## config.mk

```make
export PLATFORM = sky130hd
export DESIGN_NAME = quicksort_engine
export DESIGN_NICKNAME = d
export VERILOG_FILES = /design/src/qse_pkg.sv /design/src/qse_ram.sv /design/src/qse_ctrl.sv /design/src/quicksort_engine.sv
export VERILOG_INCLUDE_DIRS = /design/src /design/src/src
export SDC_FILE = /design/constraint.sdc
export NUM_CORES = 2
export LEC_CHECK = 0
export BUFFER_PORTS_ARGS = -buffer_cell sky130_fd_sc_hd__buf_2
export CAP_MARGIN = 20
export CORE_ASPECT_RATIO = 0.8
export CORE_MARGIN = 1
export CORE_UTILIZATION = 40
export CTS_CLUSTER_DIAMETER = 50
export CTS_CLUSTER_SIZE = 24
export DETAILED_ROUTE_END_ITERATION = 8
export GPL_TIMING_DRIVEN = 0
export PLACE_DENSITY = 0.54
export SLEW_MARGIN = 10
export SYNTH_ARGS = -nofsm -noshare
export SYNTH_HDL_FRONTEND = slang
export SYNTH_HIERARCHICAL = 1
export SYNTH_SLANG_ARGS = --single-unit
```

## constraint.sdc

```tcl
create_clock -name clock -period 6.26 [get_ports clock]
set_input_delay 0.626 -clock clock [delete_from_list [all_inputs] [get_ports clock]]
set_output_delay 0.626 -clock clock [all_outputs]
set_load 0.02 [all_outputs]
```

## src/quicksort_engine_defines.svh

```systemverilog
// ----------------------------------------------------------------------------
// quicksort engine assertion macros
// concurrent assertion wrappers used by the quicksort engine top level
// ----------------------------------------------------------------------------
`ifndef QUICKSORT_ENGINE_DEFINES_SVH
`define QUICKSORT_ENGINE_DEFINES_SVH

`ifndef ASSERT_OFF
`define QSE_ASSERT(lbl, clk, rst, prop, msg) \
   lbl: assert property (@(posedge clk) disable iff (rst) prop) else $error(msg);
`define QSE_NEVER(lbl, clk, rst, cond, msg) \
   lbl: assert property (@(posedge clk) disable iff (rst) !(cond)) else $error(msg);
`else
`define QSE_ASSERT(lbl, clk, rst, prop, msg)
`define QSE_NEVER(lbl, clk, rst, cond, msg)
`endif

`endif

```

## src/qse_pkg.sv

```systemverilog
// ----------------------------------------------------------------------------
// quicksort engine package
// sizes, sequencer states and port structs shared by the engine modules
// ----------------------------------------------------------------------------
package qse_pkg;

   localparam int MAX_ITEMS = 64;
   localparam int VALUE_W   = 32;
   localparam int ADDR_W    = $clog2(MAX_ITEMS);
   localparam int CNT_W     = $clog2(MAX_ITEMS + 1);
   localparam int STACK_W   = 2 * ADDR_W;

   localparam logic [CNT_W-1:0]  MAX_COUNT = CNT_W'(MAX_ITEMS);
   localparam logic [CNT_W-1:0]  CNT_ONE   = CNT_W'(1);
   localparam logic [CNT_W-1:0]  CNT_TWO   = CNT_W'(2);
   localparam logic [ADDR_W-1:0] ADDR_ONE  = ADDR_W'(1);
   localparam logic [ADDR_W:0]   WIDE_ONE  = (ADDR_W + 1)'(1);

   typedef enum logic [3:0] {
      ST_LOAD,
      ST_START,
      ST_POP,
      ST_POPD,
      ST_PIV,
      ST_LOOP,
      ST_RDV,
      ST_RDL,
      ST_WRL,
      ST_PUSHL,
      ST_PUSHR,
      ST_EMIT_RD,
      ST_EMIT_LD
   } qse_state_type;

   typedef struct packed {
      logic                wr_en;
      logic [ADDR_W-1:0]   wr_addr;
      logic [VALUE_W-1:0]  wr_data;
      logic                rd_en;
      logic [ADDR_W-1:0]   rd_addr;
   } qse_store_port_type;

   typedef struct packed {
      logic                wr_en;
      logic [ADDR_W-1:0]   wr_addr;
      logic [STACK_W-1:0]  wr_data;
      logic                rd_en;
      logic [ADDR_W-1:0]   rd_addr;
   } qse_stack_port_type;

   typedef struct packed {
      logic [VALUE_W-1:0]  value;
      logic                last;
      logic                overflow;
   } qse_result_type;

   typedef struct packed {
      qse_state_type       state;
      logic [CNT_W-1:0]    count;
      logic [CNT_W-1:0]    sp;
   } qse_status_type;

endpackage

```

## src/qse_ram.sv

```systemverilog
// ----------------------------------------------------------------------------
// qse_ram
// generic single write port ram with one registered read port
// ----------------------------------------------------------------------------
module qse_ram #(
   parameter int WIDTH = 32,
   parameter int DEPTH = 64
) (
   input  logic                     clock,
   input  logic                     wr_en,
   input  logic [$clog2(DEPTH)-1:0] wr_addr,
   input  logic [WIDTH-1:0]         wr_data,
   input  logic                     rd_en,
   input  logic [$clog2(DEPTH)-1:0] rd_addr,
   output logic [WIDTH-1:0]         rd_data
);

   logic [WIDTH-1:0] mem_ff [DEPTH];
   logic [WIDTH-1:0] rd_data_ff;

   always_ff @(posedge clock) begin
      if (wr_en) begin
         mem_ff[wr_addr] <= wr_data;
      end
      if (rd_en) begin
         rd_data_ff <= mem_ff[rd_addr];
      end
   end

   assign rd_data = rd_data_ff;

endmodule

```

## src/qse_ctrl.sv

```systemverilog
// ----------------------------------------------------------------------------
// qse_ctrl
// load, partition and emit sequencer working on the element and range rams
// ----------------------------------------------------------------------------
module qse_ctrl (
   input  logic                             clock,
   input  logic                             reset,
   input  logic                             req_valid,
   output logic                             req_ready,
   input  logic [qse_pkg::VALUE_W-1:0]      req_value,
   input  logic                             req_last,
   output qse_pkg::qse_store_port_type      store_port,
   input  logic [qse_pkg::VALUE_W-1:0]      store_rdata,
   output qse_pkg::qse_stack_port_type      stack_port,
   input  logic [qse_pkg::STACK_W-1:0]      stack_rdata,
   input  logic                             out_free,
   output logic                             res_emit,
   output qse_pkg::qse_result_type          result,
   output qse_pkg::qse_status_type          status
);

   qse_pkg::qse_state_type              state_ff, state_in;
   logic [qse_pkg::CNT_W-1:0]           count_ff, count_in;
   logic [qse_pkg::CNT_W-1:0]           sp_ff, sp_in;
   logic [qse_pkg::CNT_W-1:0]           k_ff, k_in;
   logic                                dropped_ff, dropped_in;
   logic [qse_pkg::ADDR_W-1:0]          lo_ff, lo_in;
   logic [qse_pkg::ADDR_W-1:0]          hi_ff, hi_in;
   logic [qse_pkg::ADDR_W-1:0]          first_ff, first_in;
   logic [qse_pkg::ADDR_W-1:0]          last_ff, last_in;
   logic [qse_pkg::VALUE_W-1:0]         pivot_ff, pivot_in;
   logic [qse_pkg::VALUE_W-1:0]         v_ff, v_in;

   logic [qse_pkg::CNT_W-1:0]           count_dec;
   logic [qse_pkg::CNT_W-1:0]           sp_dec;
   logic [qse_pkg::CNT_W-1:0]           k_inc;
   logic [qse_pkg::ADDR_W-1:0]          pop_first;
   logic [qse_pkg::ADDR_W-1:0]          pop_last;
   logic [qse_pkg::ADDR_W:0]            hi_wide;
   logic [qse_pkg::ADDR_W:0]            hi_wide_inc;
   logic [qse_pkg::ADDR_W:0]            first_wide_inc;

   assign count_dec      = count_ff - qse_pkg::CNT_ONE;
   assign sp_dec         = sp_ff - qse_pkg::CNT_ONE;
   assign k_inc          = k_ff + qse_pkg::CNT_ONE;
   assign pop_first      = stack_rdata[qse_pkg::STACK_W-1:qse_pkg::ADDR_W];
   assign pop_last       = stack_rdata[qse_pkg::ADDR_W-1:0];
   assign hi_wide        = {1'b0, hi_ff};
   assign hi_wide_inc    = hi_wide + qse_pkg::WIDE_ONE;
   assign first_wide_inc = {1'b0, first_ff} + qse_pkg::WIDE_ONE;

   always_ff @(posedge clock) begin
      if (reset) begin
         state_ff   <= qse_pkg::ST_LOAD;
         count_ff   <= '0;
         sp_ff      <= '0;
         k_ff       <= '0;
         dropped_ff <= 1'b0;
      end else begin
         state_ff   <= state_in;
         count_ff   <= count_in;
         sp_ff      <= sp_in;
         k_ff       <= k_in;
         dropped_ff <= dropped_in;
      end
   end

   always_ff @(posedge clock) begin
      lo_ff    <= lo_in;
      hi_ff    <= hi_in;
      first_ff <= first_in;
      last_ff  <= last_in;
      pivot_ff <= pivot_in;
      v_ff     <= v_in;
   end

   always_comb begin
      state_in   = state_ff;
      count_in   = count_ff;
      sp_in      = sp_ff;
      k_in       = k_ff;
      dropped_in = dropped_ff;
      lo_in      = lo_ff;
      hi_in      = hi_ff;
      first_in   = first_ff;
      last_in    = last_ff;
      pivot_in   = pivot_ff;
      v_in       = v_ff;
      req_ready  = 1'b0;
      res_emit   = 1'b0;
      store_port = '0;
      stack_port = '0;
      result.value    = store_rdata;
      result.last     = (k_inc == count_ff);
      result.overflow = dropped_ff;

      unique case (state_ff)
         qse_pkg::ST_LOAD: begin
            req_ready = 1'b1;
            if (req_valid) begin
               if (count_ff < qse_pkg::MAX_COUNT) begin
                  store_port.wr_en   = 1'b1;
                  store_port.wr_addr = count_ff[qse_pkg::ADDR_W-1:0];
                  store_port.wr_data = req_value;
                  count_in           = count_ff + qse_pkg::CNT_ONE;
               end else begin
                  dropped_in = 1'b1;
               end
               if (req_last) begin
                  state_in = qse_pkg::ST_START;
               end
            end
         end
         qse_pkg::ST_START: begin
            if (count_ff >= qse_pkg::CNT_TWO) begin
               stack_port.wr_en   = 1'b1;
               stack_port.wr_addr = '0;
               stack_port.wr_data = {{qse_pkg::ADDR_W{1'b0}},
                                     count_dec[qse_pkg::ADDR_W-1:0]};
               sp_in = qse_pkg::CNT_ONE;
            end else begin
               sp_in = '0;
            end
            state_in = qse_pkg::ST_POP;
         end
         qse_pkg::ST_POP: begin
            if (sp_ff == '0) begin
               k_in     = '0;
               state_in = qse_pkg::ST_EMIT_RD;
            end else begin
               stack_port.rd_en   = 1'b1;
               stack_port.rd_addr = sp_dec[qse_pkg::ADDR_W-1:0];
               sp_in              = sp_dec;
               state_in           = qse_pkg::ST_POPD;
            end
         end
         qse_pkg::ST_POPD: begin
            first_in = pop_first;
            last_in  = pop_last;
            if (pop_first >= pop_last) begin
               state_in = qse_pkg::ST_POP;
            end else begin
               lo_in              = pop_first;
               hi_in              = pop_last;
               store_port.rd_en   = 1'b1;
               store_port.rd_addr = pop_last;
               state_in           = qse_pkg::ST_PIV;
            end
         end
         qse_pkg::ST_PIV: begin
            pivot_in = store_rdata;
            state_in = qse_pkg::ST_LOOP;
         end
         qse_pkg::ST_LOOP: begin
            if (lo_ff < hi_ff) begin
               store_port.rd_en   = 1'b1;
               store_port.rd_addr = hi_ff - qse_pkg::ADDR_ONE;
               state_in           = qse_pkg::ST_RDV;
            end else begin
               // pivot drops into its final slot
               store_port.wr_en   = 1'b1;
               store_port.wr_addr = hi_ff;
               store_port.wr_data = pivot_ff;
               state_in           = qse_pkg::ST_PUSHL;
            end
         end
         qse_pkg::ST_RDV: begin
            if ($signed(store_rdata) > $signed(pivot_ff)) begin
               store_port.wr_en   = 1'b1;
               store_port.wr_addr = hi_ff;
               store_port.wr_data = store_rdata;
               hi_in              = hi_ff - qse_pkg::ADDR_ONE;
               state_in           = qse_pkg::ST_LOOP;
            end else begin
               v_in               = store_rdata;
               store_port.rd_en   = 1'b1;
               store_port.rd_addr = lo_ff;
               state_in           = qse_pkg::ST_RDL;
            end
         end
         qse_pkg::ST_RDL: begin
            store_port.wr_en   = 1'b1;
            store_port.wr_addr = hi_ff - qse_pkg::ADDR_ONE;
            store_port.wr_data = store_rdata;
            state_in           = qse_pkg::ST_WRL;
         end
         qse_pkg::ST_WRL: begin
            store_port.wr_en   = 1'b1;
            store_port.wr_addr = lo_ff;
            store_port.wr_data = v_ff;
            lo_in              = lo_ff + qse_pkg::ADDR_ONE;
            state_in           = qse_pkg::ST_LOOP;
         end
         qse_pkg::ST_PUSHL: begin
            if ((hi_wide > first_wide_inc) && (sp_ff < qse_pkg::MAX_COUNT)) begin
               stack_port.wr_en   = 1'b1;
               stack_port.wr_addr = sp_ff[qse_pkg::ADDR_W-1:0];
               stack_port.wr_data = {first_ff, hi_ff - qse_pkg::ADDR_ONE};
               sp_in              = sp_ff + qse_pkg::CNT_ONE;
            end
            state_in = qse_pkg::ST_PUSHR;
         end
         qse_pkg::ST_PUSHR: begin
            if ((hi_wide_inc < {1'b0, last_ff}) && (sp_ff < qse_pkg::MAX_COUNT)) begin
               stack_port.wr_en   = 1'b1;
               stack_port.wr_addr = sp_ff[qse_pkg::ADDR_W-1:0];
               stack_port.wr_data = {hi_wide_inc[qse_pkg::ADDR_W-1:0], last_ff};
               sp_in              = sp_ff + qse_pkg::CNT_ONE;
            end
            state_in = qse_pkg::ST_POP;
         end
         qse_pkg::ST_EMIT_RD: begin
            store_port.rd_en   = 1'b1;
            store_port.rd_addr = k_ff[qse_pkg::ADDR_W-1:0];
            state_in           = qse_pkg::ST_EMIT_LD;
         end
         qse_pkg::ST_EMIT_LD: begin
            if (out_free) begin
               res_emit = 1'b1;
               if (k_inc == count_ff) begin
                  count_in   = '0;
                  dropped_in = 1'b0;
                  sp_in      = '0;
                  state_in   = qse_pkg::ST_LOAD;
               end else begin
                  k_in     = k_inc;
                  state_in = qse_pkg::ST_EMIT_RD;
               end
            end
         end
         default: begin
            state_in = qse_pkg::ST_LOAD;
         end
      endcase
   end

   assign status.state = state_ff;
   assign status.count = count_ff;
   assign status.sp    = sp_ff;

endmodule

```

## src/quicksort_engine.sv

```systemverilog
// ----------------------------------------------------------------------------
// quicksort engine
// loading: one value per cycle; sorting: value moves, swaps and subranges are
// paced by the single element ram port pair; emitting: a ram read per result
// then the output register, stalled while that register is not free
// reset clears control state only, the element and range rams are not cleared
// ----------------------------------------------------------------------------
`include "quicksort_engine_defines.svh"

module quicksort_engine (
   input  logic        clock,
   input  logic        reset,
   input  logic        req_tvalid,
   output logic        req_tready,
   input  logic [31:0] req_tdata,   // value
   input  logic        req_tlast,
   output logic        rsp_tvalid,
   input  logic        rsp_tready,
   output logic [31:0] rsp_tdata,   // sorted_value
   output logic        rsp_tlast,
   output logic [0:0]  rsp_tuser    // overflow
);

   qse_pkg::qse_store_port_type         store_port;
   qse_pkg::qse_stack_port_type         stack_port;
   qse_pkg::qse_result_type             result;
   qse_pkg::qse_status_type             status;
   logic [qse_pkg::VALUE_W-1:0]         store_rdata;
   logic [qse_pkg::STACK_W-1:0]         stack_rdata;
   logic                                res_emit;
   logic                                out_free;

   logic                                rsp_valid_ff, rsp_valid_in;
   logic [qse_pkg::VALUE_W-1:0]         rsp_data_ff, rsp_data_in;
   logic                                rsp_last_ff, rsp_last_in;
   logic                                rsp_ovf_ff, rsp_ovf_in;

   qse_ram #(
      .WIDTH (qse_pkg::VALUE_W),
      .DEPTH (qse_pkg::MAX_ITEMS)
   ) u_store_ram (
      .clock   (clock),
      .wr_en   (store_port.wr_en),
      .wr_addr (store_port.wr_addr),
      .wr_data (store_port.wr_data),
      .rd_en   (store_port.rd_en),
      .rd_addr (store_port.rd_addr),
      .rd_data (store_rdata)
   );

   qse_ram #(
      .WIDTH (qse_pkg::STACK_W),
      .DEPTH (qse_pkg::MAX_ITEMS)
   ) u_stack_ram (
      .clock   (clock),
      .wr_en   (stack_port.wr_en),
      .wr_addr (stack_port.wr_addr),
      .wr_data (stack_port.wr_data),
      .rd_en   (stack_port.rd_en),
      .rd_addr (stack_port.rd_addr),
      .rd_data (stack_rdata)
   );

   qse_ctrl u_ctrl (
      .clock       (clock),
      .reset       (reset),
      .req_valid   (req_tvalid),
      .req_ready   (req_tready),
      .req_value   (req_tdata),
      .req_last    (req_tlast),
      .store_port  (store_port),
      .store_rdata (store_rdata),
      .stack_port  (stack_port),
      .stack_rdata (stack_rdata),
      .out_free    (out_free),
      .res_emit    (res_emit),
      .result      (result),
      .status      (status)
   );

   // output register, free when empty or being taken this cycle
   assign out_free = !rsp_valid_ff || rsp_tready;

   always_comb begin
      rsp_valid_in = rsp_valid_ff;
      rsp_data_in  = rsp_data_ff;
      rsp_last_in  = rsp_last_ff;
      rsp_ovf_in   = rsp_ovf_ff;
      if (res_emit) begin
         rsp_valid_in = 1'b1;
         rsp_data_in  = result.value;
         rsp_last_in  = result.last;
         rsp_ovf_in   = result.overflow;
      end else if (rsp_tready) begin
         rsp_valid_in = 1'b0;
      end
   end

   always_ff @(posedge clock) begin
      if (reset) begin
         rsp_valid_ff <= 1'b0;
      end else begin
         rsp_valid_ff <= rsp_valid_in;
      end
   end

   always_ff @(posedge clock) begin
      rsp_data_ff <= rsp_data_in;
      rsp_last_ff <= rsp_last_in;
      rsp_ovf_ff  <= rsp_ovf_in;
   end

   assign rsp_tvalid = rsp_valid_ff;
   assign rsp_tdata  = rsp_data_ff;
   assign rsp_tlast  = rsp_last_ff;
   assign rsp_tuser  = rsp_ovf_ff;

   `QSE_ASSERT(count_bound_a, clock, reset, status.count <= qse_pkg::MAX_COUNT, "count overrun")
   `QSE_ASSERT(stack_bound_a, clock, reset, status.sp <= qse_pkg::MAX_COUNT, "stack overrun")
   `QSE_ASSERT(emit_free_a, clock, reset, res_emit |-> out_free, "output register busy")
   `QSE_NEVER(load_stack_a, clock, reset, req_tready && (status.sp != '0), "ranges left stacked")

endmodule

```

[Word-level counts from Yosys, hierarchy flattened]
Memory sizes are Yosys's and may differ from the RTL's. A register that Yosys moved wholly into a read port is not among the register bits.
Cells that the tools add are included.
Word-level totals
  bits in registers: 149
  memory bits (writable): 2816
  bits of input ports: 37
  word-level logic and storage cells: 140
  memories kept: 2
Operators by class
  add/subtract/negate cells: 9
  $lt $le $gt $ge: 8
  eq/ne operators: 26
  muxes and demuxes: 57
  bitwise gates (word level): 1
  reductions and logical operators: 22
Memories
  u_store_ram.mem_ff: words 64, bits a word 32, read ports 1, clocked after memory_dff 1, wr ports 1, RTL line qse_ram.sv:18  | logic [WIDTH-1:0] mem_ff [DEPTH];
  u_stack_ram.mem_ff: words 64, bits a word 12, read ports 1, clocked after memory_dff 1, wr ports 1, RTL line qse_ram.sv:18
Operators with widths (number)
  one-hot mux 39 bit (5 select lines): 1
  two-way mux 39 bit: 4
  two-way mux 7 bit: 15
  two-way mux 19 bit: 3
  one-hot mux 19 bit (3 select lines): 1
  one-hot mux 4 bit (11 select lines): 1
  one-hot mux 7 bit (5 select lines): 1
  > comparator 32 bit: 1
  one-hot mux 7 bit (2 select lines): 2
  one-hot mux 7 bit (4 select lines): 1
  two-way mux 4 bit: 6
  one-hot mux 6 bit (2 select lines): 2
  adder 7 x 1 -> 7 bit (second input constant): 3
  == test 4 bit (second input constant): 5
  two-way mux 6 bit: 3
  == test 4 x 3 -> 1 bit (second input constant): 4
  != test 2 bit (second input constant): 8
  adder 6 x 1 -> 7 bit (second input constant): 2
  less-than comparator 7 bit (second input constant): 2
  two-way mux 1 bit: 14
  subtractor 6 x 1 -> 6 bit (second input constant): 2
  != test 2 x 1 -> 1 bit (second input constant): 5
  AND reduction 5 bit: 2
  nonzero test 2 bit: 5
  25 further kinds: 30

[Logic depth before layout (Yosys ltp)]
  depth after elaboration: 7
  gate-level depth with buffers: 20

[Cells and area by module]
Netlist, hierarchy kept.
Modules (own cells, without submodules)
  qse_ram at u_store_ram: times used 1, cells each 3324, area an instance 78835.6 µm²
  qse_ram at u_stack_ram: times used 1, cells each 1339, area an instance 29971.2 µm²
  qse_ctrl: times used 1, cells each 825, area an instance 7970.1 µm²
  quicksort_engine: times used 1, cells each 38, area an instance 1067.3 µm²

[Worst setup path before layout]
OpenSTA, ideal clock, no wires.
  path kind: flip-flop to flip-flop
  start: register u_ctrl.state_ff[0]
  end: memory u_store_ram.mem_ff[49][0], enable pin
  arrival time: 4778 ps
  required time: 5799 ps
  slack: 1021 ps
  stages on the path, launching flop included: 13
  path buffers: 3
  clock period less this slack: 5239 ps
  cells stage by stage: dfxtp_1 clkbuf_1 nor4_2 nand2_1 nor2_1 clkbuf_1 a22oi_1 o21ai_0 a21oi_1 a21oi_1 clkbuf_1 nand4_1 nor3_1
RTL lines
  start, declared: RTL line qse_ctrl.sv:22  | qse_pkg::qse_state_type state_ff, state_in;
  start signal, assigned: RTL line qse_ctrl.sv:54  | state_ff <= qse_pkg::ST_LOAD;
  start signal, assigned: RTL line qse_ctrl.sv:60  | state_ff <= state_in;
  end, declared: RTL line qse_ram.sv:18

==> flow_metrics.env <==
export IMPL_gp_congestion=0.8572
export IMPL_cp_end_kind="flop"
export IMPL_wl_met2_um=169900
export IMPL_wl_met1_um=156200
export IMPL_leakagePower_nw=43.56
export IMPL_synth_top_family_by_area="multiplexers"
export IMPL_syn_instance_count=5526
export IMPL_failed_checks="setup timing"
export IMPL_io_pins=73
export IMPL_max_freq_mhz=158.4
export IMPL_post_route_period_util_pct=100.9
export IMPL_via_count=62660
export IMPL_cts_root_buf="clkbuf_16"
export IMPL_yosysSeqAreaShare_pct=76.45
export IMPL_period_needed_ns=6.314
export IMPL_cp_start_kind="flop"
export IMPL_cp_cell_sequence="ha_1 > nand4_1 > nor4b_4 > inv_1 > o221ai_1 > nand3_1 > and3_1 > buf_8 > a221o_1 > clkbuf_1 > nand2b_1 > clkbuf_1 > o22ai_1 > nor2_1"
export IMPL_synth_edf_count=2982
export IMPL_clock_path_buffers=4
export IMPL_num_fill_cells=24070
export IMPL_power_density_nw_per_um2=323.5
export IMPL_synthTopCellsByArea="edfxtp_1, mux4_2, mux2i_1"
export IMPL_fin_util_pct=46.84
export IMPL_vias_per_cell=6.194
export IMPL_min_path_type="primary input to flop"
export IMPL_synth_cell_type_count=83
export IMPL_cts_sinks=3009
export IMPL_synth_simple_area_share_pct=2.427
export IMPL_rows=177
export IMPL_grt_pass1_wl_um=511400
export IMPL_synth_xor_area_share_pct=0.2962
export IMPL_postRouteAntennaNets=0
export IMPL_crit_family="simple AND/OR/NAND/NOR gates"
export IMPL_path_common_cell="clkbuf_1"
export IMPL_rsz0062_at_grt="no"
export IMPL_track_usage_pct=25.10
export IMPL_clk_insertion_delay_late_ns=0.94
export IMPL_htree_levels=4
export IMPL_cp_num_cells=14
export IMPL_cts_tree="yes"
export IMPL_crit_fanout=41
export IMPL_syn_to_final_growth_pct=16.01
export IMPL_clk_pin_slew_ns=0.08
export IMPL_synth_compound_area_share_pct=3.334
export IMPL_dp_hpwl_um=259600
export IMPL_synth_fa_ha_area_share_pct=0.6795
export IMPL_path_class="flop to flop"
export IMPL_synth_seq_cells=3009
export IMPL_grt_max_degree=65
export IMPL_worst_path_buf_inv=4
export IMPL_drv_slew=0
export IMPL_dr_wl_met3_um=35700
export IMPL_post_place_ws_ns=-1.924
export IMPL_final_common_cell="edfxtp_1"
export IMPL_wire_per_inst_um=37.18
export IMPL_die_h_um=487.5
export IMPL_setup_viol=4
export IMPL_status="finished with violations"
export IMPL_synthMuxAreaShare_pct=15.11
export IMPL_async_flop_share_pct=0
export IMPL_synth_flop_cell="edfxtp_1"
export IMPL_dr_pass1_iters=6
export IMPL_multi_input_area_um2=26700
export IMPL_syn_cell_area_um2=117800
export IMPL_grt_pass1_vias=60200
export IMPL_core_area_um2=291900
export IMPL_top_layer="met5"
export IMPL_syn_avg_cell_area_um2=21.33
export IMPL_final_cell_area_um2=136700
export IMPL_routed_wirelength_um=376100
export IMPL_layout_drive_gt1_share_pct=30.01
export IMPL_grt_overflow=0
export IMPL_crit_slowest_cell="clkbuf_1"
export IMPL_yosysTopAreaCellShare_pct=75.99
export IMPL_peakVddDrop_uv=259.9
export IMPL_tightest_slew_ns=1.201
export IMPL_drc_errors=0
export IMPL_cts_buffers=220
export IMPL_hold_depth=3
export IMPL_hold_viol_final=0
export IMPL_mostFrequentLayoutCells="edfxtp_1, mux4_2, clkbuf_16"
export IMPL_fin_ws_ns=-0.05423
export IMPL_yosys_warnings=6
export IMPL_dpl_instance_area_um2=128600
export IMPL_design_die_area_um2=296800
export IMPL_syn_nets=5627
export IMPL_finalNetCount=6181
export IMPL_max_slew_margin_pct=19.93
export IMPL_reg2regPathDepth=14
export IMPL_critical_path_max_stage_delay_ns=0.86
export IMPL_die_x_um=608.8
export IMPL_power_total_mw=44.22
export IMPL_seqCellArea_um2=90090
export IMPL_drt_initial_drc_count=9901
export IMPL_antenna_found_initial=18
export IMPL_maxCapViolCount=0
export IMPL_io_buffers=72
export IMPL_initial_utilization_pct=40.37
export IMPL_cp_required_ns=6.93
export IMPL_crit_arrival_ns=6.98
export IMPL_synth_area_leader_cell="edfxtp_1"
export IMPL_fin_skew_ns=0.1105
[where the power goes]
group / total, mW / internal (mW) / leakage (nW) / switching (mW)
registers: 23.7 / 23.6 / 28.9 / 0.112
logic: 5.11 / 1.46 / 11.0 / 3.65
clock network: 15.4 / 7.54 / 3.71 / 7.87
[layer usage]
metal / global-route usage (%) / vias to the layer above
met5: 0 / -
met4: 8.253 / 4
met3: 3.846 / 562
met2: 38.31 / 3467
met1: 37.06 / 34250
li1: - / 24370
[what timing repair did]
item	4_1_cts	5_1_grt
hold endpoints to repair	2	0
setup endpoints to repair	67	44
setup buffers	2	1
hold buffers	2	0
gates resized for setup	114	19
[worst reg2reg max path, stage by stage (launching register included)]
cell and delay, ns:
edfxtp_1 0.61, ha_1 0.39, nand4_1 0.19, nor4b_4 0.37, inv_1 0.07, o221ai_1 0.54, nand3_1 0.13, and3_1 0.22
buf_8 0.23, a221o_1 0.60, clkbuf_1 0.43, nand2b_1 0.61, clkbuf_1 0.86, o22ai_1 0.36, nor2_1 0.46
[path summary, 6_finish.rpt]
check,startpoint,endpoint,slack (ns)
max,u_store_ram/rd_data[12],u_store_ram/rd_data[0],-0.05
min,rsp_tready,rsp_tvalid,0.08
max reg2reg,u_store_ram/rd_data[12],u_store_ram/rd_data[0],-0.05
min reg2reg,u_ctrl/k_ff[6],u_ctrl/k_ff[6],0.50
[synthesized netlist by cell type (all sizes together), types with 13 or more instances]
master / count
inv: 73
dfxtp: 27
o221ai: 51
a22o: 36
edfxtp: 2982
clkbuf: 133
and3: 16
and2: 15
a211oi: 20
nand2: 93
nor2b: 36
buf: 196
nor3: 32
ha: 64
mux2i: 114
nor2: 268
mux4: 736
nand3: 41
nand4: 13
a31oi: 13
xnor2: 19
a221o: 44
a21oi: 127
o21ai: 45
nand2b: 38
xor2: 20
a22oi: 25
o22ai: 108
[through the flow]
stage          hold WS, ns  cells  TNS [ns]
2_1_floorplan       0.4264   5526         0
3_3_place_gp        0.4804   9446  -6182.44
3_5_place_dp        0.4803   9706    -48.82
4_1_cts            0.02105  10110         0
5_1_grt            0.07036  10110         0
6_report           0.08475  10120   -0.1312
[flip-flops by register name, indices dropped and copies added, names as in the netlist, 12 cells and up]
name                 count
u_ctrl/v_ff             32
rsp_tdata               32
u_ctrl/pivot_ff         32
u_store_ram/rd_data     32
u_store_ram/mem_ff    2048
u_stack_ram/mem_ff     768
u_stack_ram/rd_data     12
[cell type report]
| class | instances | share of cell area, % |
|---|---|---|
| antenna | 6 | 0.01098 |
| sequential | 3009 | 65.90 |
| inverter | 73 | 0.2004 |
| clock buffer | 228 | 4.096 |
| tap | 3848 | 3.522 |
| multi-input combinational | 2115 | 19.53 |
| clock inverter | 175 | 1.510 |
| timing repair buffer | 338 | 3.848 |
| buffer | 323 | 1.387 |
[kinds of logic (layout without fill, tap and decap cells)]
group	Yosys count	after routing
buf+inv	402	1137
xor+xnor	39	39
compound gates	550	550
flops	3009	3009
fa+ha+maj	64	64
mux	858	858
simple gates	604	604
other cells	0	6
No activity file was read; power rests on OpenSTA's default activity.
